--- src/hdl/mlfe_pkg.sv ---
// Shared types and constants of the LED fade engine.
// Used by every module of the block; depends on nothing.
package mlfe_pkg;

    // Configuration register indexes
    localparam logic [2:0] REG_DURATION   = 3'd0;
    localparam logic [2:0] REG_MIN_IV     = 3'd1;
    localparam logic [2:0] REG_CHAN_COUNT = 3'd2;
    localparam logic [2:0] REG_CALIB_ONE  = 3'd3;
    localparam logic [2:0] REG_CALIB_TWO  = 3'd4;
    localparam logic [2:0] REG_CALIB_THR  = 3'd5;
    localparam logic [2:0] REG_CALIB_FOUR = 3'd6;

    localparam logic [15:0] DURATION_RESET = 16'd1000;
    localparam logic [15:0] DURATION_FLOOR = 16'd249;
    localparam logic [9:0]  MIN_IV_RESET   = 10'd10;
    localparam logic [2:0]  CHAN_RESET     = 3'd5;
    localparam logic [7:0]  LEVEL_MAX      = 8'd255;

    typedef struct packed {
        logic       mode;
        logic [2:0] channel;
        logic [7:0] level;
    } t_in_item;

    typedef struct packed {
        logic [14:0] pwm_one;
        logic [14:0] pwm_two;
        logic [14:0] pwm_three;
        logic [14:0] pwm_four;
        logic [7:0]  master_now;
        logic        fading;
        logic        outputs_changed;
    } t_out_item;

    typedef enum logic [1:0] {
        CMD_TARGET,
        CMD_IGNORE,
        CMD_TICK
    } t_cmd_kind;

    typedef struct packed {
        t_cmd_kind  kind;
        logic [2:0] channel;
        logic [7:0] level;
    } t_cmd;

    typedef struct packed {
        logic [15:0]     duration;
        logic [9:0]      min_iv;
        logic [3:0][7:0] calib;
    } t_cfg;

    // Request to the shared restoring divider
    typedef struct packed {
        logic        start;
        logic [15:0] rem0;
        logic [15:0] dnd;
        logic [15:0] den;
        logic [4:0]  steps;
    } t_div_req;

endpackage

--- src/hdl/mlfe_front.sv ---
// Front end: accepts requests, classifies them and queues them for the engine.
// Depends on mlfe_pkg.
module mlfe_front #(
    parameter int IW = 3
) (
    input  logic              i_clk,
    input  logic              i_rst_n,
    input  logic              push,
    output logic              full,
    input  mlfe_pkg::t_in_item i_in_item,
    input  logic [IW-1:0]     i_n,
    output logic              o_cmd_vld,
    output mlfe_pkg::t_cmd    o_cmd,
    input  logic              i_cmd_pop
);

    mlfe_pkg::t_cmd r_q [2];
    logic           r_wp;
    logic           r_rp;
    logic [1:0]     r_cnt;
    mlfe_pkg::t_cmd cmd_in;
    logic           acc;
    logic           pop_ok;

    always_comb begin
        cmd_in.channel = i_in_item.channel;
        cmd_in.level   = i_in_item.level;
        if (i_in_item.mode) begin
            cmd_in.kind = mlfe_pkg::CMD_TICK;
        end else if (int'(i_in_item.channel) < int'(i_n)) begin
            cmd_in.kind = mlfe_pkg::CMD_TARGET;
        end else begin
            cmd_in.kind = mlfe_pkg::CMD_IGNORE;
        end
    end

    assign full      = (r_cnt == 2'd2);
    assign acc       = push && !full;
    assign o_cmd_vld = (r_cnt != 2'd0);
    assign o_cmd     = r_q[r_rp];
    assign pop_ok    = i_cmd_pop && o_cmd_vld;

    always_ff @(posedge i_clk) begin
        if (!i_rst_n) begin
            r_wp  <= 1'b0;
            r_rp  <= 1'b0;
            r_cnt <= 2'd0;
        end else begin
            if (acc) begin
                r_q[r_wp] <= cmd_in;
                r_wp      <= !r_wp;
            end
            if (pop_ok) begin
                r_rp <= !r_rp;
            end
            r_cnt <= r_cnt + {1'b0, acc} - {1'b0, pop_ok};
        end
    end

endmodule

--- src/hdl/mlfe_div.sv ---
// Restoring divider, one quotient bit per cycle, shared by the engine.
// Depends on mlfe_pkg.
module mlfe_div (
    input  logic               i_clk,
    input  logic               i_rst_n,
    input  mlfe_pkg::t_div_req i_req,
    output logic               o_done,
    output logic [15:0]        o_quo
);

    logic        r_busy;
    logic        r_done;
    logic [4:0]  r_cnt;
    logic [15:0] r_rem;
    logic [15:0] r_dnd;
    logic [15:0] r_den;
    logic [16:0] trial;
    logic [16:0] diff;
    logic        ge;

    assign trial  = {r_rem, r_dnd[15]};
    assign ge     = trial >= {1'b0, r_den};
    assign diff   = trial - {1'b0, r_den};
    assign o_done = r_done;
    assign o_quo  = r_dnd;

    always_ff @(posedge i_clk) begin
        if (!i_rst_n) begin
            r_busy <= 1'b0;
            r_done <= 1'b0;
        end else begin
            r_done <= 1'b0;
            if (i_req.start) begin
                r_busy <= 1'b1;
                r_cnt  <= i_req.steps;
                r_rem  <= i_req.rem0;
                r_dnd  <= i_req.dnd;
                r_den  <= i_req.den;
            end else if (r_busy) begin
                r_rem <= ge ? diff[15:0] : trial[15:0];
                r_dnd <= {r_dnd[14:0], ge};
                r_cnt <= r_cnt - 5'd1;
                if (r_cnt == 5'd1) begin
                    r_busy <= 1'b0;
                    r_done <= 1'b1;
                end
            end
        end
    end

endmodule

--- src/hdl/mlfe_back.sv ---
// Back end: fade sequencer that retargets, steps channels and forms PWM values.
// Depends on mlfe_pkg; drives the shared mlfe_div unit.
module mlfe_back #(
    parameter int NUM_CHANNELS = 5,
    parameter int IW           = 3
) (
    input  logic                i_clk,
    input  logic                i_rst_n,
    input  logic                i_cmd_vld,
    input  mlfe_pkg::t_cmd      i_cmd,
    output logic                o_cmd_pop,
    input  mlfe_pkg::t_cfg      i_cfg,
    input  logic [IW-1:0]       i_n,
    output mlfe_pkg::t_div_req  o_div_req,
    input  logic                i_div_done,
    input  logic [15:0]         i_div_quo,
    input  logic                i_out_full,
    output logic                o_res_vld,
    output mlfe_pkg::t_out_item o_res
);

    localparam int CW = $clog2(NUM_CHANNELS);

    typedef enum logic [3:0] {
        S_IDLE,
        S_SCAN,
        S_DIV_PER,
        S_DIV_TOT,
        S_CH,
        S_CDIV,
        S_PWM_MUL,
        S_PWM_DIV,
        S_PWM_OUT
    } t_state;

    t_state             r_state;
    logic [7:0]         r_cur [NUM_CHANNELS];
    logic [7:0]         r_tgt [NUM_CHANNELS];
    logic [7:0]         r_sta [NUM_CHANNELS];
    logic [15:0]        r_idx;
    logic [15:0]        r_total;
    logic [15:0]        r_iv;
    logic [15:0]        r_tick;
    logic               r_run;
    logic [IW-1:0]      r_i;
    logic [7:0]         r_gap;
    logic               r_neg;
    logic               r_chg;
    logic [15:0]        r_x [4];
    logic [7:0]         r_y [4];
    mlfe_pkg::t_div_req r_div_req;
    logic               r_res_vld;
    mlfe_pkg::t_out_item r_res;

    logic [CW-1:0]      ci;
    logic [CW-1:0]      ch_idx;
    logic [7:0]         cur_i;
    logic [7:0]         tgt_i;
    logic [7:0]         sta_i;
    logic               i_lt_n;
    logic [7:0]         absgap;
    logic               dneg;
    logic [7:0]         mag;
    logic [23:0]        prod;
    logic [15:0]        min_iv;
    logic [15:0]        tick_n;
    logic [9:0]         nv_add;
    logic [9:0]         nv_sub;
    logic [7:0]         nv;
    logic [7:0]         cur_pad [5];
    logic [7:0]         master;
    logic [15:0]        x_pwm [4];
    logic [7:0]         y_pwm [4];
    logic [16:0]        q0s;
    logic [7:0]         q0;
    logic [16:0]        rem;

    assign ci     = r_i[CW-1:0];
    assign ch_idx = CW'(i_cmd.channel);
    assign cur_i  = r_cur[ci];
    assign tgt_i  = r_tgt[ci];
    assign sta_i  = r_sta[ci];
    assign i_lt_n = r_i < i_n;
    assign absgap = (tgt_i >= cur_i) ? (tgt_i - cur_i) : (cur_i - tgt_i);
    assign dneg   = tgt_i < sta_i;
    assign mag    = dneg ? (sta_i - tgt_i) : (tgt_i - sta_i);
    assign prod   = {16'd0, mag} * {8'd0, r_idx};
    assign min_iv = (i_cfg.min_iv == 10'd0) ? 16'd1 : {6'd0, i_cfg.min_iv};
    assign tick_n = r_tick + 16'd1;
    assign nv_add = {2'd0, sta_i} + {2'd0, i_div_quo[7:0]};
    assign nv_sub = {2'd0, sta_i} - {2'd0, i_div_quo[7:0]};
    assign master = (i_n != '0) ? r_cur[0] : 8'd0;

    always_comb begin
        if (r_neg) begin
            nv = nv_sub[9] ? 8'd0 : nv_sub[7:0];
        end else begin
            nv = (nv_add[9:8] != 2'd0) ? mlfe_pkg::LEVEL_MAX : nv_add[7:0];
        end
    end

    // Light channels that the parameter leaves out read as zero
    always_comb begin
        for (int j = 0; j < 5; j++) begin
            cur_pad[j] = 8'd0;
            if (j < NUM_CHANNELS) begin
                cur_pad[j] = r_cur[j % NUM_CHANNELS];
            end
        end
        for (int k = 0; k < 4; k++) begin
            x_pwm[k] = {8'd0, cur_pad[k+1]} * {8'd0, i_cfg.calib[k]};
        end
    end

    // Divide by 255: estimate, then one correction step
    always_comb begin
        for (int k = 0; k < 4; k++) begin
            q0s      = ({1'b0, r_x[k]} + {9'd0, r_x[k][15:8]}) >> 8;
            q0       = q0s[7:0];
            rem      = {1'b0, r_x[k]} - {1'b0, q0, 8'd0} + {9'd0, q0};
            y_pwm[k] = (rem >= 17'd255) ? (q0 + 8'd1) : q0;
        end
    end

    // Hold the next request while the last result is still on its way out
    assign o_cmd_pop = (r_state == S_IDLE) && i_cmd_vld && !i_out_full && !r_res_vld;
    assign o_div_req = r_div_req;
    assign o_res_vld = r_res_vld;
    assign o_res     = r_res;

    always_ff @(posedge i_clk) begin
        if (!i_rst_n) begin
            r_state         <= S_IDLE;
            r_idx           <= 16'd0;
            r_total         <= 16'd0;
            r_iv            <= 16'd0;
            r_tick          <= 16'd0;
            r_run           <= 1'b0;
            r_res_vld       <= 1'b0;
            r_div_req.start <= 1'b0;
            for (int j = 0; j < NUM_CHANNELS; j++) begin
                r_cur[j] <= 8'd0;
                r_tgt[j] <= 8'd0;
                r_sta[j] <= 8'd0;
            end
        end else begin
            r_div_req.start <= 1'b0;
            r_res_vld       <= 1'b0;
            case (r_state)
                S_IDLE: begin
                    if (o_cmd_pop) begin
                        r_chg <= 1'b0;
                        r_i   <= '0;
                        r_gap <= 8'd0;
                        case (i_cmd.kind)
                            mlfe_pkg::CMD_TARGET: begin
                                r_tgt[ch_idx] <= i_cmd.level;
                                r_state       <= S_SCAN;
                            end
                            mlfe_pkg::CMD_TICK: begin
                                if (!r_run) begin
                                    r_state <= S_PWM_MUL;
                                end else if (tick_n >= r_iv) begin
                                    r_tick <= 16'd0;
                                    r_idx  <= r_idx + 16'd1;
                                    if (r_total == 16'd0) begin
                                        r_total <= 16'd1;
                                    end
                                    r_state <= S_CH;
                                end else begin
                                    r_tick  <= tick_n;
                                    r_state <= S_PWM_MUL;
                                end
                            end
                            default: begin
                                r_state <= S_PWM_MUL;
                            end
                        endcase
                    end
                end
                S_SCAN: begin
                    if (i_lt_n) begin
                        if (absgap > r_gap) begin
                            r_gap <= absgap;
                        end
                        r_i <= r_i + 1'b1;
                    end else if (r_gap == 8'd0) begin
                        r_state <= S_PWM_MUL;
                    end else begin
                        for (int j = 0; j < NUM_CHANNELS; j++) begin
                            if (j < int'(i_n)) begin
                                r_sta[j] <= r_cur[j];
                            end
                        end
                        r_div_req.start <= 1'b1;
                        r_div_req.rem0  <= 16'd0;
                        r_div_req.dnd   <= i_cfg.duration;
                        r_div_req.den   <= {8'd0, r_gap};
                        r_div_req.steps <= 5'd16;
                        r_state         <= S_DIV_PER;
                    end
                end
                S_DIV_PER: begin
                    if (i_div_done) begin
                        if (i_div_quo < min_iv) begin
                            r_iv            <= min_iv;
                            r_div_req.start <= 1'b1;
                            r_div_req.rem0  <= 16'd0;
                            r_div_req.dnd   <= i_cfg.duration;
                            r_div_req.den   <= min_iv;
                            r_div_req.steps <= 5'd16;
                            r_state         <= S_DIV_TOT;
                        end else begin
                            r_iv    <= i_div_quo;
                            r_total <= {8'd0, r_gap};
                            r_idx   <= 16'd0;
                            r_tick  <= 16'd0;
                            r_run   <= 1'b1;
                            r_state <= S_PWM_MUL;
                        end
                    end
                end
                S_DIV_TOT: begin
                    if (i_div_done) begin
                        r_total <= (i_div_quo == 16'd0) ? 16'd1 : i_div_quo;
                        r_idx   <= 16'd0;
                        r_tick  <= 16'd0;
                        r_run   <= 1'b1;
                        r_state <= S_PWM_MUL;
                    end
                end
                S_CH: begin
                    if (!i_lt_n) begin
                        if (r_idx >= r_total) begin
                            r_run <= 1'b0;
                        end
                        r_state <= S_PWM_MUL;
                    end else if (cur_i == tgt_i) begin
                        r_i <= r_i + 1'b1;
                    end else begin
                        // Quotient stays below 256 since step index never passes total
                        r_neg           <= dneg;
                        r_div_req.start <= 1'b1;
                        r_div_req.rem0  <= prod[23:8];
                        r_div_req.dnd   <= {prod[7:0], 8'd0};
                        r_div_req.den   <= r_total;
                        r_div_req.steps <= 5'd8;
                        r_state         <= S_CDIV;
                    end
                end
                S_CDIV: begin
                    if (i_div_done) begin
                        if (nv != cur_i) begin
                            r_cur[ci] <= nv;
                            r_chg     <= 1'b1;
                        end
                        r_i     <= r_i + 1'b1;
                        r_state <= S_CH;
                    end
                end
                S_PWM_MUL: begin
                    for (int k = 0; k < 4; k++) begin
                        r_x[k] <= x_pwm[k];
                    end
                    r_state <= S_PWM_DIV;
                end
                S_PWM_DIV: begin
                    for (int k = 0; k < 4; k++) begin
                        r_y[k] <= y_pwm[k];
                    end
                    r_state <= S_PWM_OUT;
                end
                S_PWM_OUT: begin
                    r_res.pwm_one   <= (int'(i_n) > 1) ? 15'(({8'd0, r_y[0]} * {8'd0, master}) >> 1)
                                                       : 15'd0;
                    r_res.pwm_two   <= (int'(i_n) > 2) ? 15'(({8'd0, r_y[1]} * {8'd0, master}) >> 1)
                                                       : 15'd0;
                    r_res.pwm_three <= (int'(i_n) > 3) ? 15'(({8'd0, r_y[2]} * {8'd0, master}) >> 1)
                                                       : 15'd0;
                    r_res.pwm_four  <= (int'(i_n) > 4) ? 15'(({8'd0, r_y[3]} * {8'd0, master}) >> 1)
                                                       : 15'd0;
                    r_res.master_now      <= master;
                    r_res.fading          <= r_run;
                    r_res.outputs_changed <= r_chg;
                    r_res_vld             <= 1'b1;
                    r_state               <= S_IDLE;
                end
                default: begin
                    r_state <= S_IDLE;
                end
            endcase
        end
    end

endmodule

--- src/hdl/multichannel_led_fade_engine.sv ---
// Top level of the LED fade engine: config registers, output register, wiring.
// Depends on mlfe_pkg, mlfe_front, mlfe_div and mlfe_back.
//
// Usage:
//  - Input queue side: drive i_in_item and raise push; the request is taken at
//    a clock edge with push high and full low. A request either sets one
//    channel's target level (mode 0) or is a one-millisecond tick (mode 1).
//  - Result queue side: while empty is low, o_out_item holds the oldest result;
//    raise pop to take it. Every request yields exactly one result.
//  - Config side: cfg_valid with i_cfg_index and i_cfg_data; cfg_ready is
//    always high. Write only while no request is in flight.
//  - Sequence: a tick without a step or an ignored write goes straight to
//    the PWM states. A target write scans the channels (one per cycle) and,
//    if any channel must move, runs one or two divides. A fade step runs a
//    divide for each moving channel, then the PWM states.
//  - Throughput: one request at a time through the sequencer; the shared
//    divider sets the pace. A 2-entry front queue takes requests meanwhile.
//  - Stall: when the result is not popped, the sequencer holds and the front
//    queue fills, then full rises.
//  - Reset: all levels, fade state and queues clear; config returns to its
//    reset values (1000 ms, 10 ms, 5 channels, calibration 255).
module multichannel_led_fade_engine #(
    parameter int NUM_CHANNELS = 5
) (
    input  logic                i_clk,
    input  logic                i_rst_n,
    input  logic                push,
    output logic                full,
    input  mlfe_pkg::t_in_item  i_in_item,
    output logic                empty,
    input  logic                pop,
    output mlfe_pkg::t_out_item o_out_item,
    input  logic                cfg_valid,
    output logic                cfg_ready,
    input  logic [2:0]          i_cfg_index,
    input  logic [15:0]         i_cfg_data
);

    localparam int IW = $clog2(NUM_CHANNELS + 1);

    mlfe_pkg::t_cfg      r_cfg;
    logic [2:0]          r_chan_count;
    logic [IW-1:0]       act_n;
    logic                cmd_vld;
    mlfe_pkg::t_cmd      cmd;
    logic                cmd_pop;
    mlfe_pkg::t_div_req  div_req;
    logic                div_done;
    logic [15:0]         div_quo;
    logic                res_vld;
    mlfe_pkg::t_out_item res;
    logic                r_out_vld;
    mlfe_pkg::t_out_item r_out;

    assign cfg_ready = 1'b1;

    // Active channel count, limited to what the build provides
    assign act_n = (int'(r_chan_count) < NUM_CHANNELS) ? IW'(r_chan_count)
                                                        : IW'(NUM_CHANNELS);

    // Config registers; short fade durations are dropped
    always_ff @(posedge i_clk) begin
        if (!i_rst_n) begin
            r_cfg.duration <= mlfe_pkg::DURATION_RESET;
            r_cfg.min_iv   <= mlfe_pkg::MIN_IV_RESET;
            r_cfg.calib    <= {4{mlfe_pkg::LEVEL_MAX}};
            r_chan_count   <= mlfe_pkg::CHAN_RESET;
        end else if (cfg_valid && cfg_ready) begin
            case (i_cfg_index)
                mlfe_pkg::REG_DURATION: begin
                    if (i_cfg_data > mlfe_pkg::DURATION_FLOOR) begin
                        r_cfg.duration <= i_cfg_data;
                    end
                end
                mlfe_pkg::REG_MIN_IV:     r_cfg.min_iv   <= i_cfg_data[9:0];
                mlfe_pkg::REG_CHAN_COUNT: r_chan_count   <= i_cfg_data[2:0];
                mlfe_pkg::REG_CALIB_ONE:  r_cfg.calib[0] <= i_cfg_data[7:0];
                mlfe_pkg::REG_CALIB_TWO:  r_cfg.calib[1] <= i_cfg_data[7:0];
                mlfe_pkg::REG_CALIB_THR:  r_cfg.calib[2] <= i_cfg_data[7:0];
                mlfe_pkg::REG_CALIB_FOUR: r_cfg.calib[3] <= i_cfg_data[7:0];
                default: begin
                end
            endcase
        end
    end

    mlfe_front #(
        .IW(IW)
    ) u_front (
        .i_clk     (i_clk),
        .i_rst_n   (i_rst_n),
        .push      (push),
        .full      (full),
        .i_in_item (i_in_item),
        .i_n       (act_n),
        .o_cmd_vld (cmd_vld),
        .o_cmd     (cmd),
        .i_cmd_pop (cmd_pop)
    );

    mlfe_div u_div (
        .i_clk   (i_clk),
        .i_rst_n (i_rst_n),
        .i_req   (div_req),
        .o_done  (div_done),
        .o_quo   (div_quo)
    );

    mlfe_back #(
        .NUM_CHANNELS(NUM_CHANNELS),
        .IW          (IW)
    ) u_back (
        .i_clk      (i_clk),
        .i_rst_n    (i_rst_n),
        .i_cmd_vld  (cmd_vld),
        .i_cmd      (cmd),
        .o_cmd_pop  (cmd_pop),
        .i_cfg      (r_cfg),
        .i_n        (act_n),
        .o_div_req  (div_req),
        .i_div_done (div_done),
        .i_div_quo  (div_quo),
        .i_out_full (r_out_vld),
        .o_res_vld  (res_vld),
        .o_res      (res)
    );

    // Result register; the sequencer only fills it when empty
    always_ff @(posedge i_clk) begin
        if (!i_rst_n) begin
            r_out_vld <= 1'b0;
        end else if (res_vld) begin
            r_out_vld <= 1'b1;
            r_out     <= res;
        end else if (pop && r_out_vld) begin
            r_out_vld <= 1'b0;
        end
    end

    assign empty      = !r_out_vld;
    assign o_out_item = r_out;

endmodule

--- config.mk ---
export PLATFORM = sky130hd
export DESIGN_NAME = multichannel_led_fade_engine
export DESIGN_NICKNAME = d
export VERILOG_FILES = /design/src/hdl/mlfe_pkg.sv /design/src/hdl/mlfe_front.sv /design/src/hdl/mlfe_div.sv /design/src/hdl/mlfe_back.sv /design/src/hdl/multichannel_led_fade_engine.sv
export SDC_FILE = /design/constraint.sdc
export NUM_CORES = 2
export LEC_CHECK = 0
export BUFFER_PORTS_ARGS = -buffer_cell sky130_fd_sc_hd__buf_4
export CAP_MARGIN = 0
export CORE_MARGIN = 4
export CORE_UTILIZATION = 46
export DETAILED_ROUTE_END_ITERATION = 8
export PLACE_DENSITY = 0.71
export SYNTH_ARGS = -nofsm -noshare
export SYNTH_HDL_FRONTEND = slang
export SYNTH_SLANG_ARGS = --single-unit
--- constraint.sdc ---
create_clock -name i_clk -period 8.25 [get_ports i_clk]
set_input_delay 0.825 -clock i_clk [delete_from_list [all_inputs] [get_ports i_clk]]
set_output_delay 0.825 -clock i_clk [all_outputs]
set_load 0.005 [all_outputs]
==> metrics.txt <==
maximum clock insertion buffer count 3; Fin Setup TNS 0 ns; Die Width 359 µm; Final Hold Fails 0; clock transition at the registers of the reported paths ~0.060 ns; layout cell share with drive strength beyond 1 0.0808; Nets about 6800; sequential power share 0.288; critical path required time 8.78 ns; CP startpoint kind register; internal power a little over 9 mW; power per cell area roughly 250 mW/mm²; Starting Density 0.465; antenna viol nets, final 0; # setup viols final 0; register area share after synthesis 0.340; Syn Nets ~6700; syn_area_per_cell 10.0 µm²; Hold Path Cell Cnt 1; H-tree Lvls 3; Slew @ Worst Pin roughly 1.4 ns; most frequent cells in the layout 792 x inv_1, 609 x ha_1, 546 x edfxtp_1; Clock power frac 0.225; post-layout util 0.511; Initial DRT Pass Iterations 9; ant diodes 0; status finished clean; I/O pins 109; power share of the combinational group 0.487; number of enable flip-flop cells after synthesis 546; global-route wire length before repair 220000 µm; Final GP Congestion approximately 0.95; Crit path top cell by count fa_1; post-synthesis cell type count a little over 100; Top FF cell, synth edfxtp_1; Worst IR Drop VDD between 200 and 300 µV; Residual DRC 0; most common cell after layout, fill and taps aside inv_1; Fin Clk Skew about 0.058 ns; switch share 0.403; Synth-to-Final Area Change 9.93%; Hold EP u_front.r_q[1][3]; via count between 40000 and 50000; drt via density approximately 5.5; Slew Limit Fails 0; TritonCTS clock tree built; FILL cells 10900; min Tclk post-route 8.00 ns; slowest library cell on the worst path mux4_2; synthesized area 0.0567 mm²; Initial DRC Count ~3400; total track usage 0.209; initial antenna violation count 2; Psw about 6.3 mW; fin crit share 0.970; Avg WL per Cell ~18 µm; Die H ~360 µm; hold_sp i_in_item[3]; detailed-placement wirelength estimate around 100000 µm; wirelength, routed 136000 µm; gr ovfl total 0; RR Endpoint u_back.o_div_req[51]; Port Buffers 107; Core ar. 0.122 mm²; Min-Delay Path Class input pin to register; post-synthesis cell count ~5700; P_leak ~28 nW; Cell Area, Placed between 0.05 and 0.06 mm²; max_cap viols 0; reg2reg setup slack roughly 0.25 ns; Critical Path Max Stage Delay ~0.53 ns; placed insts roughly 7300; critical path endpoint category register; Root Buffer clkbuf_16; reg2reg path depth 31; relative max-transition margin 0.0591; cts bufs inserted 78; CP arrival 8.53 ns; synthesis-stage register bit count between 600 and 700; synth warn 0; largest net degree at the start of global routing 80; CP max FO 7; FMAX ~0.13 GHz; Final Cell Area 0.0623 mm²; Post-synth ARST share 0; vias in the first global route 40800; later-pin clock latency in the skew report roughly 0.70 ns; die area 0.129 mm²; critical path class register to register; clock sinks 689; Pwr Total between 15 and 20 mW; row cnt 128; Finished Layout Cells approximately 7400
cell families after synthesis:
family | after synthesis | share of synthesized area
AOI/OAI and AO/OA | 766 | 0.0909
and+or+nand+nor | 1853 | 0.164
buffers and inverters | 983 | 0.0661
adders and majority gates | 990 | 0.269
muxes | 154 | 0.0368
DFF | 689 | 0.340
other | 1 | 0.0000661
xor gates and xnor gates | 216 | 0.0334
cell type report:
class | count | area [µm²] | share of cell area
tap | 1625 | 2030 | 0.0326
clock buffer | 97 | 2030 | 0.0326
inverter | 798 | 3000 | 0.0481
multi-input combinational | 3980 | 34000 | 0.546
sequential | 689 | 19300 | 0.309
clock inverter | 48 | 536 | 0.00859
timing repair buffer | 189 | 1450 | 0.0233
cell usage after synthesis, types with 24 or more instances:
master	number	share of area
mux2i_1	83	0.015
and2_1	419	0.046
mux4_2	40	0.016
o21ai_0	157	0.014
a31oi_1	25	0.0028
and3_1	35	0.0039
a211oi_1	29	0.0038
nand3_1	97	0.0086
nand4_1	43	0.0047
nand2_1	519	0.034
nor2b_1	98	0.011
edfxtp_1	546	0.29
a21boi_0	27	0.0036
xor2_1	48	0.0074
mux2_2	30	0.0060
nor2_1	343	0.023
a21o_1	83	0.011
xnor2_1	168	0.026
o211ai_1	24	0.0032
fa_1	379	0.13
nand2b_1	51	0.0056
ha_1	611	0.13
a21oi_1	181	0.016
o21a_1	35	0.0046
clkbuf_1	156	0.010
nor3_1	124	0.011
dfxtp_1	143	0.050
inv_1	793	0.053
power groups by stage:
stage	logic [mW]	registers [mW]	clock network, mW
4_1_cts	7.33	4.46	3.57
6_report	7.55	4.47	3.50
3_5_place_dp	7.18	4.53	0
5_1_grt	8.34	4.49	3.71
2_1_floorplan	5.37	4.38	0
3_3_place_gp	7.02	4.52	0
how the worst max path moves through the flow:
stage	start	endpoint	slack, ns	cells after the start
floorplan	register	u_back.o_div_req[51]	0.005	34
global placement	register	u_back.o_div_req[52]	0.04	31
detailed placement	register	u_back.o_div_req[52]	-0.17	34
CTS	register	u_back.o_div_req[52]	0.01	32
global route	register	u_back.o_div_req[51]	-0.06	31
finish	register	u_back.o_div_req[51]	0.25	31
metrics by stage:
stage                     hold WS, ns  setup slack, ns
after floorplan                 0.400          0.00472
after detailed placement        0.405           -0.175
final                           0.316            0.250
after global placement          0.400           0.0358
after CTS                       0.265          0.00994
after global routing            0.288          -0.0595
layer usage:
metal,part of all wire,vias up,track usage
met3,0.078,218,0.0389
met1,0.43,20000,0.283
li1,-,19400,-
met4,0.030,0,0.0684
met2,0.46,1308,0.339
met5,0,-,0
state kept, by name, summed over array words and instances (netlist names), 26 cells and up, named ones only:
name and count:
u_front.r_q 26, u_back.r_y 32, u_back.o_res 70, u_back.r_tgt 64, u_back.r_sta 40, u_back.r_cur 64
u_back.o_div_req 51, u_back.r_x 64, o_out_item 70, r_cfg 58
worst max-delay path: cells and delay by family, from the launching register on:
kind / cells / cell delay [ns]
compound gates: 13 / 2.68
simple gates: 3 / 0.53
fa+ha+maj: 7 / 2.92
buf+inv: 5 / 0.40
flops: 1 / 0.39
mux: 2 / 0.75
xor+xnor: 1 / 0.15
timing repair:
item,CTS,global route
cloned,0,1
endpoints found under the hold margin,0,0
pin swaps,2,11
endpoints found under the setup margin,3,9
gates resized for setup,8,30
setup buffers,2,4
hold buffers,0,0
No activity file was read; power rests on OpenSTA's default activity.
